[config.mk]
export PLATFORM = sky130hd
export DESIGN_NAME = base64_stream_encoder_top
export DESIGN_NICKNAME = d
export VERILOG_FILES = /design/src/hw/rtl/b64e_pkg.sv /design/src/hw/rtl/b64e_front.sv /design/src/hw/rtl/b64e_queue.sv /design/src/hw/rtl/b64e_back.sv /design/src/hw/rtl/base64_stream_encoder_top.sv
export SDC_FILE = /design/constraint.sdc
export NUM_CORES = 1
export LEC_CHECK = 0
export BUFFER_PORTS_ARGS = -buffer_cell sky130_fd_sc_hd__buf_2
export CORE_ASPECT_RATIO = 1.75
export CORE_UTILIZATION = 55
export CTS_CLUSTER_SIZE = 40
export DETAILED_ROUTE_END_ITERATION = 10
export PLACE_DENSITY = 0.8
export SLEW_MARGIN = 30
export SYNTH_ARGS = -nofsm -noshare
export SYNTH_HDL_FRONTEND = slang
export SYNTH_SLANG_ARGS = --single-unit
[constraint.sdc]
create_clock -name aclk -period 4 [get_ports aclk]
set_input_delay 0.8 -clock aclk [delete_from_list [all_inputs] [get_ports aclk]]
set_output_delay 0.8 -clock aclk [all_outputs]
set_load 0.05 [all_outputs]
[src/hw/rtl/b64e_pkg.sv]
`timescale 1ns / 1ps

package b64e_pkg;

    // Queue depth between the byte front end and the character back end
    localparam int unsigned QUEUE_DEPTH_DEF = 2;

    localparam int unsigned BLOCK_W = 24;
    localparam int unsigned CODE_W  = 6;
    localparam int unsigned NCHAR_W = 3;
    localparam int unsigned IDX_W   = 2;

    // Characters per job
    localparam logic [NCHAR_W-1:0] NCHAR_ONE_BYTE  = 3'd2;
    localparam logic [NCHAR_W-1:0] NCHAR_TWO_BYTES = 3'd3;
    localparam logic [NCHAR_W-1:0] NCHAR_FULL      = 3'd4;

    // Alphabet boundaries and ASCII bases
    localparam logic [CODE_W-1:0] CODE_LOWER_START = 6'd10;
    localparam logic [CODE_W-1:0] CODE_UPPER_START = 6'd36;
    localparam logic [CODE_W-1:0] CODE_DASH        = 6'd62;
    localparam logic [7:0] ASCII_ZERO  = 8'h30;
    localparam logic [7:0] ASCII_LOWER = 8'h61;
    localparam logic [7:0] ASCII_UPPER = 8'h41;
    localparam logic [7:0] ASCII_DASH  = 8'h2d;
    localparam logic [7:0] ASCII_UNDER = 8'h5f;

    typedef struct packed {
        logic [7:0] data_byte;
        logic       last_byte;
    } in_word_t;

    typedef struct packed {
        logic [7:0] out_char;
        logic       end_of_run;
        logic       end_of_message;
    } out_word_t;

    // One flushed group: bits left-aligned, character count, message end flag
    typedef struct packed {
        logic [BLOCK_W-1:0] block;
        logic [NCHAR_W-1:0] nchar;
        logic               last;
    } job_t;

    // Map a 6-bit code onto a URL-safe alphabet: 0-9, a-z, A-Z, dash, underscore
    function automatic logic [7:0] code_to_char(input logic [CODE_W-1:0] code);
        logic [7:0] c8;
        c8 = {2'b00, code};
        if (code < CODE_LOWER_START) begin
            return ASCII_ZERO + c8;
        end else if (code < CODE_UPPER_START) begin
            return ASCII_LOWER + c8 - {2'b00, CODE_LOWER_START};
        end else if (code < CODE_DASH) begin
            return ASCII_UPPER + c8 - {2'b00, CODE_UPPER_START};
        end else if (code == CODE_DASH) begin
            return ASCII_DASH;
        end else begin
            return ASCII_UNDER;
        end
    endfunction

endpackage

[src/hw/rtl/b64e_front.sv]
`timescale 1ns / 1ps

module b64e_front (
    input  logic              aclk,
    input  logic              aresetn,
    input  logic              s_valid,
    output logic              s_ready,
    input  b64e_pkg::in_word_t s_data,
    output logic              job_push,
    output b64e_pkg::job_t    job_data,
    input  logic              job_ready
);
    import b64e_pkg::*;

    logic [15:0] held_reg, held_next;
    logic [1:0]  cnt_reg, cnt_next;
    logic        accept;
    logic        flush;

    assign s_ready = job_ready;
    assign accept  = s_valid && s_ready;
    // A third byte or a flagged byte closes the group
    assign flush   = cnt_reg[1] || s_data.last_byte;
    assign job_push = accept && flush;

    // Build the job from held bytes and the incoming one
    always_comb begin
        job_data.last = s_data.last_byte;
        if (cnt_reg[1]) begin
            job_data.block = {held_reg, s_data.data_byte};
            job_data.nchar = NCHAR_FULL;
        end else if (cnt_reg[0]) begin
            job_data.block = {held_reg[7:0], s_data.data_byte, 8'h00};
            job_data.nchar = NCHAR_TWO_BYTES;
        end else begin
            job_data.block = {s_data.data_byte, 16'h0000};
            job_data.nchar = NCHAR_ONE_BYTE;
        end
    end

    // Hold bytes until the group closes, then drop them
    always_comb begin
        held_next = held_reg;
        cnt_next  = cnt_reg;
        if (accept) begin
            if (flush) begin
                held_next = 16'h0000;
                cnt_next  = 2'd0;
            end else begin
                held_next = {held_reg[7:0], s_data.data_byte};
                cnt_next  = cnt_reg + 2'd1;
            end
        end
    end

    always_ff @(posedge aclk) begin
        if (!aresetn) begin
            held_reg <= 16'h0000;
            cnt_reg  <= 2'd0;
        end else begin
            held_reg <= held_next;
            cnt_reg  <= cnt_next;
        end
    end

`ifndef SYNTHESIS
    a_cnt_range: assert property (@(posedge aclk) disable iff (!aresetn)
        cnt_reg != 2'd3)
        else $error("pending byte count reached three");
`endif

endmodule

[src/hw/rtl/b64e_queue.sv]
`timescale 1ns / 1ps

module b64e_queue #(
    parameter int unsigned DEPTH = b64e_pkg::QUEUE_DEPTH_DEF
) (
    input  logic           aclk,
    input  logic           aresetn,
    input  logic           push,
    input  b64e_pkg::job_t push_data,
    output logic           push_ready,
    input  logic           pop,
    output b64e_pkg::job_t pop_data,
    output logic           pop_valid
);
    import b64e_pkg::*;

    localparam int unsigned PTR_W = (DEPTH > 1) ? $clog2(DEPTH) : 1;
    localparam int unsigned CNT_W = $clog2(DEPTH + 1);
    localparam logic [PTR_W-1:0] PTR_LAST = PTR_W'(DEPTH - 1);
    localparam logic [CNT_W-1:0] CNT_FULL = CNT_W'(DEPTH);

    job_t             mem_reg [DEPTH];
    logic [PTR_W-1:0] wr_ptr_reg, wr_ptr_next;
    logic [PTR_W-1:0] rd_ptr_reg, rd_ptr_next;
    logic [CNT_W-1:0] cnt_reg, cnt_next;
    logic             do_push, do_pop;

    assign push_ready = (cnt_reg != CNT_FULL);
    assign pop_valid  = (cnt_reg != '0);
    assign pop_data   = mem_reg[rd_ptr_reg];
    assign do_push    = push && push_ready;
    assign do_pop     = pop && pop_valid;

    // Advance pointers with wrap, track fill
    always_comb begin
        wr_ptr_next = wr_ptr_reg;
        rd_ptr_next = rd_ptr_reg;
        cnt_next    = cnt_reg;
        if (do_push) begin
            wr_ptr_next = (wr_ptr_reg == PTR_LAST) ? '0 : wr_ptr_reg + PTR_W'(1);
        end
        if (do_pop) begin
            rd_ptr_next = (rd_ptr_reg == PTR_LAST) ? '0 : rd_ptr_reg + PTR_W'(1);
        end
        if (do_push && !do_pop) begin
            cnt_next = cnt_reg + CNT_W'(1);
        end else if (do_pop && !do_push) begin
            cnt_next = cnt_reg - CNT_W'(1);
        end
    end

    always_ff @(posedge aclk) begin
        if (!aresetn) begin
            wr_ptr_reg <= '0;
            rd_ptr_reg <= '0;
            cnt_reg    <= '0;
        end else begin
            wr_ptr_reg <= wr_ptr_next;
            rd_ptr_reg <= rd_ptr_next;
            cnt_reg    <= cnt_next;
        end
    end

    // Store pushed jobs
    always_ff @(posedge aclk) begin
        if (do_push) begin
            mem_reg[wr_ptr_reg] <= push_data;
        end
    end

`ifndef SYNTHESIS
    a_fill_bound: assert property (@(posedge aclk) disable iff (!aresetn)
        cnt_reg <= CNT_FULL)
        else $error("queue fill exceeds depth");
    a_ptr_track: assert property (@(posedge aclk) disable iff (!aresetn)
        (cnt_reg == '0) |-> (wr_ptr_reg == rd_ptr_reg))
        else $error("empty queue with unequal pointers");
`endif

endmodule

[src/hw/rtl/b64e_back.sv]
`timescale 1ns / 1ps

module b64e_back (
    input  logic                aclk,
    input  logic                aresetn,
    input  logic                job_valid,
    input  b64e_pkg::job_t      job_data,
    output logic                job_pop,
    output logic                m_valid,
    input  logic                m_ready,
    output b64e_pkg::out_word_t m_data
);
    import b64e_pkg::*;

    job_t             cur_reg;
    logic             busy_reg, busy_next;
    logic [IDX_W-1:0] idx_reg, idx_next;
    logic             mv_reg, mv_next;
    out_word_t        md_reg;
    logic             out_adv;
    logic             emit;
    logic             final_char;
    logic [CODE_W-1:0] code;

    assign out_adv    = !mv_reg || m_ready;
    assign emit       = busy_reg && out_adv;
    assign final_char = ({1'b0, idx_reg} == cur_reg.nchar - NCHAR_W'(1));
    // Take the next job when idle or on the last character of the current one
    assign job_pop    = job_valid && (!busy_reg || (emit && final_char));

    // Select the current 6-bit code, most significant first
    always_comb begin
        case (idx_reg)
            2'd0:    code = cur_reg.block[23:18];
            2'd1:    code = cur_reg.block[17:12];
            2'd2:    code = cur_reg.block[11:6];
            default: code = cur_reg.block[5:0];
        endcase
    end

    always_comb begin
        busy_next = busy_reg;
        idx_next  = idx_reg;
        mv_next   = mv_reg;
        if (out_adv) begin
            mv_next = emit;
        end
        if (emit) begin
            idx_next = idx_reg + IDX_W'(1);
            if (final_char) begin
                busy_next = 1'b0;
                idx_next  = '0;
            end
        end
        if (job_pop) begin
            busy_next = 1'b1;
            idx_next  = '0;
        end
    end

    always_ff @(posedge aclk) begin
        if (!aresetn) begin
            busy_reg <= 1'b0;
            idx_reg  <= '0;
            mv_reg   <= 1'b0;
        end else begin
            busy_reg <= busy_next;
            idx_reg  <= idx_next;
            mv_reg   <= mv_next;
        end
    end

    // Load job and output word payloads
    always_ff @(posedge aclk) begin
        if (job_pop) begin
            cur_reg <= job_data;
        end
        if (emit) begin
            md_reg.out_char       <= code_to_char(code);
            md_reg.end_of_run     <= final_char;
            md_reg.end_of_message <= final_char && cur_reg.last;
        end
    end

    assign m_valid = mv_reg;
    assign m_data  = md_reg;

`ifndef SYNTHESIS
    a_idx_range: assert property (@(posedge aclk) disable iff (!aresetn)
        busy_reg |-> ({1'b0, idx_reg} < cur_reg.nchar))
        else $error("character index past job length");
    a_eom_on_eor: assert property (@(posedge aclk) disable iff (!aresetn)
        (mv_reg && md_reg.end_of_message) |-> md_reg.end_of_run)
        else $error("message end without run end");
`endif

endmodule

[src/hw/rtl/base64_stream_encoder_top.sv]
`timescale 1ns / 1ps

// Channel  Ports                      Word
// input    s_valid s_ready s_data     in_word_t: data_byte, last_byte
// output   m_valid m_ready m_data     out_word_t: out_char, end_of_run, end_of_message
//
// One character leaves the back end per cycle while m_ready is high; a full
// group of three bytes yields four characters, so the byte rate is set by the
// single character output register. Bytes enter one per cycle while the job
// queue has room. A closing byte's job is queued and then loaded into the
// current-job register ahead of its first character. Reset is synchronous on
// aresetn. A stalled m_ready backs up into the queue and then lowers s_ready.
module base64_stream_encoder_top #(
    parameter int unsigned QUEUE_DEPTH = b64e_pkg::QUEUE_DEPTH_DEF
) (
    input  logic                aclk,
    input  logic                aresetn,
    input  logic                s_valid,
    output logic                s_ready,
    input  b64e_pkg::in_word_t  s_data,
    output logic                m_valid,
    input  logic                m_ready,
    output b64e_pkg::out_word_t m_data
);
    import b64e_pkg::*;

    logic job_push, job_ready, job_pop, job_valid;
    job_t push_job, pop_job;

    b64e_front u_front (
        .aclk      (aclk),
        .aresetn   (aresetn),
        .s_valid   (s_valid),
        .s_ready   (s_ready),
        .s_data    (s_data),
        .job_push  (job_push),
        .job_data  (push_job),
        .job_ready (job_ready)
    );

    b64e_queue #(
        .DEPTH (QUEUE_DEPTH)
    ) u_queue (
        .aclk       (aclk),
        .aresetn    (aresetn),
        .push       (job_push),
        .push_data  (push_job),
        .push_ready (job_ready),
        .pop        (job_pop),
        .pop_data   (pop_job),
        .pop_valid  (job_valid)
    );

    b64e_back u_back (
        .aclk      (aclk),
        .aresetn   (aresetn),
        .job_valid (job_valid),
        .job_data  (pop_job),
        .job_pop   (job_pop),
        .m_valid   (m_valid),
        .m_ready   (m_ready),
        .m_data    (m_data)
    );

endmodule

==> flow_summary.json, run 1 <==
{
  "status": "complete, no violations",
  "antenna_found_initial": 0,
  "dieArea_um2": 9846,
  "tightest_slew_ns": 0.7372,
  "grt_max_degree": 40,
  "ys.flop_type": "edfxtp_1",
  "rsz0062_at_grt": "no",
  "overflow": 0,
  "cts_hold_buf": 0,
  "synth_area_um2": 5191,
  "crit_path_end_kind": "flop",
  "synth_warnings": 0,
  "area_growth_pct": 16.49,
  "grt_pass1_wl_um": 15250,
  "first_global_vias": 3069,
  "diodes": 0,
  "setup_tns_ns": 0,
  "clockBufferDepth": 2,
  "pre_cts_ws_ns": 1.352,
  "regArea_um2": 3344,
  "synth.yosys.seq_area_share_pct": 64.40,
  "wirelength_um": 9207,
  "first_iter_violations": 155,
  "max_slew_margin_pct": 50.73,
  "hpwlAfterDp_um": 6179,
  "coreArea_um2": 9094,
  "r2r-start": "u_back.idx_reg[0]$_SDFFE_PP0P_",
  "period_share_pct": 65.97,
  "leakage_nw": 2.140,
  "syn_area_per_cell_um2": 13.52,
  "die-width_um": 75.44,
  "vdd_drop_max_v": 0.0004739,
  "multiInputGateArea_um2": 1704,
  "slew_violations": 0,
  "syn_nets": 406,
  "nets": 436,
  "setup_viol": 0,
  "cts.sinks": 120,
  "fill_cells": 676,
  "postSynth.asyncResetShare_pct": 0,
  "power_switching_mw": 1.487,
  "p_int_mw": 3.244,
  "cap_violations": 0,
  "rr_endpoint": "u_back.m_data[6]$_DFFE_PP_",
  "postCtsSetupBuffers": 0,
  "fp.dieH_um": 130.5,
  "drt-pass1-iter-count": 5,
  "path_class": "flop to flop",
  "cts_resized": 0,
  "cp-start-kind": "flop",
  "hold_viol": 0,
  "clock_latency_ns": 0.41,
  "holdPathEnd": "u_front.held_reg[9]$_SDFFE_PN0P_",
  "portBuffers": 24,
  "pwr-share-comb_pct": 28.0,
  "clock_skew_ns": 0.01392,
  "hp-start": "u_front.held_reg[9]$_SDFFE_PN0P_",
  "rows": 46,
  "hold_depth": 2,
  "yosysUniqueCellTypes": 54,
  "reg2reg_depth": 10,
  "clkPwrFrac_pct": 33.4,
  "routedWlPerCell_um": 16.83,
  "syn_inst": 384,
  "critPathMaxFanout": 8,
  "vias": 3093,
  "fin_ws_ns": 1.361,
  "power_density_nw_per_um2": 782.4,
  "cts_root_buffer": "clkbuf_16",
  "drt-vias-per-instance": 5.654,
  "ys_seq_elements": 120,
  "worstPathRequired_ns": 4.13,
  "cts_tree": "done",
  "postRouteAntennaNets": 0,
  "min_path_type": "flop to flop",
  "timing.fmax_mhz": 379.0,
  "cts.clk_slew.worst_paths_ns": 0.05,
  "fin_crit_ns": 2.639,
  "cts_buffers": 17,
  "largest_reg_flops": 56,
  "place_congestion": 0.9077,
  "critPathArrivalTime_ns": 2.77,
  "synth_edf_count": 94,
  "drive_gt1_share_pct": 21.31,
  "rrSetupSlack_ns": 1.36,
  "switching_share_pct": 31.42,
  "initial_utilization_pct": 57.09,
  "drc_errors": 0,
  "io_pins": 25,
  "power_frac_seq_pct": 38.7,
  "htree_levels": 4,
  "grt_use_total_pct": 21.71
}
## layout by cell type (no fill, tap or decap), types with 5 or more instances in the layout
cell / n
a21oi_1: 15
edfxtp_1: 94
inv_1: 10
a22oi_1: 5
buf_4: 5
nor2_1: 8
nand2_1: 31
mux2_2: 18
a22o_1: 9
mux2i_1: 10
a21boi_1: 18
dfxtp_1: 25
and2_1: 15
o21ai_1: 10
buf_2: 24
nand3_1: 16
ha_1: 9
mux2_1: 10
clkbuf_16: 17
nor3_1: 8
## cells by family after synthesis
| family | Yosys count | synth area share, % |
|---|---|---|
| flops | 120 | 64.40 |
| simple gates | 94 | 9.207 |
| compound gates | 81 | 11.69 |
| mux | 40 | 8.580 |
| buf+inv | 33 | 2.868 |
| fa+ha+maj | 9 | 2.169 |
| xor+xnor | 6 | 1.012 |
| other cells | 1 | 0.07224 |
## cell usage after synthesis (3+ instances only)
| library cell | number | area share, % |
|---|---|---|
| edfxtp_1 | 94 | 54 |
| clkbuf_1 | 14 | 1.0 |
| and2_1 | 15 | 1.8 |
| xnor2_1 | 4 | 0.67 |
| mux2_2 | 18 | 3.9 |
| or3_1 | 3 | 0.36 |
| dfxtp_1 | 26 | 10 |
| nor2b_1 | 4 | 0.48 |
| nor3_1 | 9 | 0.87 |
| mux2_1 | 10 | 2.2 |
| ha_1 | 9 | 2.2 |
| mux2i_1 | 10 | 1.9 |
| nand3_1 | 16 | 1.5 |
| a22oi_1 | 5 | 0.72 |
| inv_1 | 10 | 0.72 |
| nand2_1 | 31 | 2.2 |
| a22o_1 | 9 | 1.5 |
| a21boi_1 | 18 | 2.6 |
| nor2_1 | 8 | 0.58 |
| o21ai_1 | 10 | 0.96 |
| nand2b_1 | 3 | 0.36 |
| a21oi_1 | 15 | 1.4 |
## per-layer routing
| layer | vias to the layer above | routed length [um] | global-route usage, % |
|---|---|---|---|
| met4 | 0 | 324 | 12.53 |
| met5 | - | 0 | 0 |
| met3 | 22 | 240 | 5.905 |
| li1 | 1499 | - | - |
| met1 | 1491 | 3649 | 24.24 |
| met2 | 81 | 4993 | 36.50 |
## worst max-delay path: stages, from the launching register on
cell and delay [ns]:
dfxtp_1 0.43, inv_1 0.10, ha_1 0.29, a222oi_1 0.40, mux2_4 0.31, clkinv_4 0.08, ha_1 0.23, nor3_1 0.20
a211oi_1 0.08, a31oi_1 0.16, mux2i_1 0.09
## power by group through the flow
stage                     registers (mW)  clock network, mW  logic (mW)
final                               1.83               1.58        1.32
after floorplan                     1.93                  0       0.918
after global placement              1.84                  0        1.25
after CTS                           1.83               1.60        1.31
after detailed placement            1.85                  0        1.30
after global routing                1.85               1.65        1.46
## worst max path at each step
stage / slack, ns / start / to
floorplan: 0.29 / u_queue.cnt_reg[0]$_SDFFE_PN0P_ / u_queue.mem_reg[0][0]$_DFFE_PP_
global placement: 1.49 / u_back.cur_reg[1]$_DFFE_PP_ / u_queue.cnt_reg[1]$_SDFFE_PN0P_
detailed placement: 1.35 / u_back.cur_reg[1]$_DFFE_PP_ / u_queue.cnt_reg[1]$_SDFFE_PN0P_
CTS: 1.35 / u_back.cur_reg[1]$_DFFE_PP_ / u_queue.cnt_reg[1]$_SDFFE_PN0P_
global route: 1.12 / u_back.idx_reg[0]$_SDFFE_PP0P_ / u_back.m_data[6]$_DFFE_PP_
finish: 1.36 / u_back.idx_reg[0]$_SDFFE_PP0P_ / u_back.m_data[6]$_DFFE_PP_
## stage by stage
stage	area (um^2)	util [%]	instances	total power, mW	hold slack (ns)
5_1_grt	6047	66.50	547	4.967	0.4599
4_1_cts	6047	66.50	547	4.737	0.4494
3_3_place_gp	5421	59.62	515	3.099	0.4378
3_5_place_dp	5423	59.63	515	3.152	0.4424
6_report	6047	66.50	547	4.731	0.4474
2_1_floorplan	5191	-	384	2.849	0.4308
## cell type report
class,instances,share of cell area (%)
sequential,120,55.31
multi-input combinational,231,28.18
clock buffer,23,7.904
timing repair buffer,29,2.607
tap,120,2.483
clock inverter,9,2.421
inverter,15,1.097
(Power assumes the default switching activity.)
==> run 2: changes to the inputs <==
- clock period: 4 -> 2.45 ns (I/O delays scaled with it)
==> flow_summary.json, run 2 (same netlist as run 1, synthesis figures left out) <==
{
  "status": "complete, no violations",
  "leakage_nw": 2.213,
  "finish.utilization_pct": 68.13,
  "hp-start": "s_data[0]",
  "dieArea_um2": 9846,
  "diodes": 0,
  "fin_crit_ns": 2.353,
  "power_density_nw_per_um2": 1281,
  "clockBufferDepth": 2,
  "initial_utilization_pct": 57.09,
  "layout_common_cells": "94 x edfxtp_1, 31 x nand2_1, 24 x buf_2, 24 x dfxtp_1",
  "fp.dieH_um": 130.5,
  "drt-pass1-iter-count": 5,
  "hold_depth": 1,
  "cts_hold_buf": 0,
  "cp-start-kind": "flop",
  "fin_ws_ns": 0.09702,
  "io_pins": 25,
  "rr_endpoint": "u_back.m_data[6]$_DFFE_PP_",
  "max_slew_margin_pct": 57.62,
  "portBuffers": 24,
  "die-width_um": 75.44,
  "crit_path_end_kind": "flop",
  "wirelength_um": 9490,
  "critPathArrivalTime_ns": 2.50,
  "rrSetupSlack_ns": 0.1,
  "cts_tree": "done",
  "clock_latency_ns": 0.41,
  "area_growth_pct": 19.35,
  "holdPathEnd": "u_queue.mem_reg[0][0]$_DFFE_PP_",
  "cts.clk_slew.worst_paths_ns": 0.05,
  "drive_gt1_share_pct": 24.89,
  "critPathMaxFanout": 6,
  "place_congestion": 0.8506,
  "drc_errors": 0,
  "timing.fmax_mhz": 425.0,
  "coreArea_um2": 9094,
  "routedWlPerCell_um": 16.89,
  "hold_viol": 0,
  "nets": 451,
  "reg2reg_depth": 10,
  "rows": 46,
  "period_share_pct": 96.04,
  "layout_commonest_cell": "edfxtp_1",
  "first_global_vias": 3198,
  "clock_skew_ns": 0.009688,
  "hpwlAfterDp_um": 6403,
  "largest_reg_flops": 56,
  "grt_max_degree": 29,
  "slew_violations": 0,
  "cts_root_buffer": "clkbuf_16",
  "overflow": 0,
  "tightest_slew_ns": 0.6343,
  "first_iter_violations": 195,
  "hold_ws_ns": 0.3476,
  "cts.sinks": 120,
  "htree_levels": 4,
  "vdd_drop_max_v": 0.0008218,
  "grt_use_total_pct": 21.86,
  "r2r-start": "u_back.idx_reg[1]$_SDFFE_PP0P_",
  "pre_cts_ws_ns": -0.04025,
  "vias": 3185,
  "path_class": "flop to flop",
  "drt-vias-per-instance": 5.667,
  "cts_buffers": 17,
  "grt_pass1_wl_um": 15100,
  "antenna_found_initial": 0,
  "postRouteAntennaNets": 0,
  "min_path_type": "input port to flop",
  "setup_viol": 0,
  "cap_violations": 0,
  "worstPathRequired_ns": 2.59
}
## run 2: changes by cell type in the layout (fill, tap and decap cells not counted), sizes merged
cell / before / now
clkbuf: 23 / 22
clkinv: 6 / 7
buf: 29 / 44
## run 2: layout make-up
class | count | area [um^2]
Clock inverter | 10 | 150.1
Sequential cell | 120 | 3346
Tap cell | 120 | 150.1
Timing Repair Buffer | 44 | 295.3
Clock buffer | 22 | 464.2
Multi-Input combinational cell | 231 | 1724
Inverter | 15 | 66.31
Fill cell | 688 | 2898
## run 2: power breakdown
group | internal [mW] | leakage (nW) | switching [mW] | total [mW]
Clock | 1.74 | 0.299 | 0.805 | 2.55
Sequential | 2.76 | 1.09 | 0.172 | 2.93
Combinational | 0.968 | 0.827 | 1.49 | 2.46
Total | 5.47 | 2.21 | 2.47 | 7.94
## run 2: how the worst max path moves through the flow
stage,start,to,cells past startpoint
finish,u_back.idx_reg[1]$_SDFFE_PP0P_,u_back.m_data[6]$_DFFE_PP_,10
global route,u_back.cur_reg[1]$_DFFE_PP_,u_queue.cnt_reg[1]$_SDFFE_PN0P_,9
CTS,u_back.idx_reg[1]$_SDFFE_PP0P_,u_back.m_data[6]$_DFFE_PP_,10
detailed placement,u_back.idx_reg[1]$_SDFFE_PP0P_,u_back.m_data[6]$_DFFE_PP_,10
global placement,u_back.idx_reg[1]$_SDFFE_PP0P_,u_back.m_data[6]$_DFFE_PP_,10
floorplan,u_queue.cnt_reg[0]$_SDFFE_PN0P_,u_queue.mem_reg[0][0]$_DFFE_PP_,4
## run 2: stage by stage
stage	total power [mW]	instance area (um^2)	setup TNS, ns	std cells
after floorplan	4.654	5202	0	384
after global placement	5.211	5523	0	526
after detailed placement	5.285	5523	-0.04025	526
after CTS	7.933	6175	0	561
after global routing	8.300	6196	-0.002434	562
final	7.935	6196	0	562
## run 2: timing repair
| action | 4_1_cts | 5_1_grt |
|---|---|---|
| endpoints found under the hold margin | 0 | 0 |
| resized for setup | 1 | 6 |
| pin swaps | 0 | 1 |
| setup endpoints to repair | 1 | 5 |
| setup buffers | 3 | 1 |
## run 2: routing by layer
metal  track usage (%)  vias to the layer above  part of all wire (%)
met5                 0                        -                     0
li1                  -                     1526                     -
met2             38.55                       82                    57
met4             14.92                        0                   4.8
met1             20.92                     1543                    36
met3             6.748                       34                   2.7
## run 2: critical path, stage by stage, from the launching register on
cell and delay [ns]:
dfxtp_2 0.37, inv_1 0.08, ha_2 0.21, a222oi_1 0.36
mux2_4 0.26, clkinv_4 0.08, ha_1 0.22, nor3_1 0.19
a211oi_1 0.07, a31oi_1 0.17, mux2i_1 0.09
==> run 3: changes to the inputs <==
- PLACE_DENSITY: 0.8 -> 0.73
==> flow_summary.json, run 3 (same netlist as run 1, synthesis figures left out) <==
{
  "status": "complete, no violations",
  "die-width_um": 75.44,
  "diodes": 0,
  "regArea_um2": 3348,
  "portBuffers": 24,
  "multiInputGateArea_um2": 1733,
  "power_density_nw_per_um2": 1272,
  "place_area_um2": 5508,
  "fin_crit_ns": 2.358,
  "worstPathRequired_ns": 2.59,
  "first_iter_violations": 151,
  "clockBufferDepth": 2,
  "pre_cts_ws_ns": -0.009286,
  "coreArea_um2": 9094,
  "area_growth_pct": 18.85,
  "antenna_found_initial": 0,
  "overflow": 0,
  "rows": 46,
  "setup_viol": 0,
  "period_share_pct": 96.25,
  "cts_buffers": 17,
  "drive_gt1_share_pct": 25.00,
  "largest_reg_flops": 56,
  "max_slew_margin_pct": 55.99,
  "cts_root_buffer": "clkbuf_16",
  "timing.fmax_mhz": 424.0,
  "layout_commonest_cell": "edfxtp_1",
  "grt_max_degree": 36,
  "vdd_drop_max_v": 0.0009014,
  "first_global_vias": 3029,
  "path_class": "flop to flop",
  "place_congestion": 0.7891,
  "drc_errors": 0,
  "grt_pass1_wl_um": 14500,
  "tightest_slew_ns": 0.6588,
  "slew_violations": 0,
  "finish.utilization_pct": 67.85,
  "routedWlPerCell_um": 16.28,
  "fp.dieH_um": 130.5,
  "drt-vias-per-instance": 5.548,
  "grt_use_total_pct": 20.73,
  "fin_ws_ns": 0.09176,
  "io_pins": 25,
  "cp-start-kind": "flop",
  "cap_violations": 0,
  "initial_utilization_pct": 57.09,
  "stdcell_area_um2": 6170,
  "fill_cells": 676,
  "final_cells": 560,
  "htree_levels": 4,
  "dieArea_um2": 9846,
  "hpwlAfterDp_um": 6215,
  "cts_tree": "done",
  "min_path_type": "input port to flop",
  "layout_common_cells": "94 x edfxtp_1, 31 x nand2_1, 24 x buf_2, 24 x dfxtp_1",
  "leakage_nw": 2.191,
  "cts.sinks": 120,
  "crit_path_end_kind": "flop",
  "nets": 449,
  "clock_latency_ns": 0.41,
  "drt-pass1-iter-count": 4,
  "cts.clk_slew.worst_paths_ns": 0.05,
  "place_inst": 524,
  "postRouteAntennaNets": 0,
  "vias": 3107,
  "critPathMaxFanout": 6,
  "hold_viol": 0,
  "critPathArrivalTime_ns": 2.49,
  "wirelength_um": 9118,
  "clock_skew_ns": 0.005488
}
==> run 3: cell count changes in the layout (fill, tap and decap cells not counted) <==
cell,delta
clkinv_1,-2
clkinvlp_4,+1
o21ai_1,-1
dfxtp_4,+1
dfxtp_2,-1
nor3_2,+1
o21ai_2,+1
nor3_1,-1
clkbuf_1,+2
bufinv_16,-1
buf_4,-2
==> run 3: cell type report <==
class                   count  area share, %
clock buffers              24          7.645
clock inverters             8          1.947
inverters                  15          1.075
multi-input cells         231          28.09
flip-flops and latches    120          54.27
well taps                 120          2.434
repair buffers             42          4.543
==> run 3: repair_timing <==
action	CTS	global route
hold endpoints to repair	0	0
gates resized for setup	3	7
hold buffers	0	0
setup endpoints to repair	4	7
pin swaps	0	3
setup buffers	2	2
==> run 3: worst max-delay path: stages (launching register included) <==
cell and delay (ns):
dfxtp_4 0.37, inv_1 0.07, ha_2 0.21, a222oi_1 0.34
mux2_4 0.27, clkinv_4 0.08, ha_1 0.22, nor3_1 0.20
a211oi_1 0.07, a31oi_1 0.17, mux2i_1 0.09
==> run 3: power breakdown <==
group          internal, mW  switching [mW]  total [mW]  leakage [nW]
Combinational         0.964            1.50        2.46         0.820
Sequential             2.76           0.169        2.93          1.09
Clock                  1.65           0.815        2.46         0.284
Total                  5.37            2.48        7.85          2.19
==> run 3: stage by stage <==
stage | total power, mW | hold slack, ns | setup TNS [ns]
after floorplan | 4.654 | 0.4308 | 0
after global placement | 5.187 | 0.4370 | 0
after detailed placement | 5.276 | 0.4437 | -0.009286
after CTS | 7.809 | 0.3195 | 0
after global routing | 8.200 | 0.3251 | -0.001441
final | 7.851 | 0.3371 | 0
==> run 3: path summary, 6_finish.rpt <==
kind	start	endpoint	slack (ns)	depth (start not counted)
max	u_back.idx_reg[1]$_SDFFE_PP0P_	u_back.m_data[6]$_DFFE_PP_	0.09	10
max reg2reg	u_back.idx_reg[1]$_SDFFE_PP0P_	u_back.m_data[6]$_DFFE_PP_	0.09	10
min reg2reg	u_front.held_reg[12]$_SDFFE_PN0P_	u_front.held_reg[12]$_SDFFE_PN0P_	0.45	2
min	s_data[0]	u_queue.mem_reg[1][0]$_DFFE_PP_	0.34	1
==> run 3: layer usage <==
metal  part of all wire [%]  GRT usage (%)
met5                      0              0
met4                    4.0          11.87
met3                    3.6          6.979
met2                     54          35.71
met1                     38          21.40
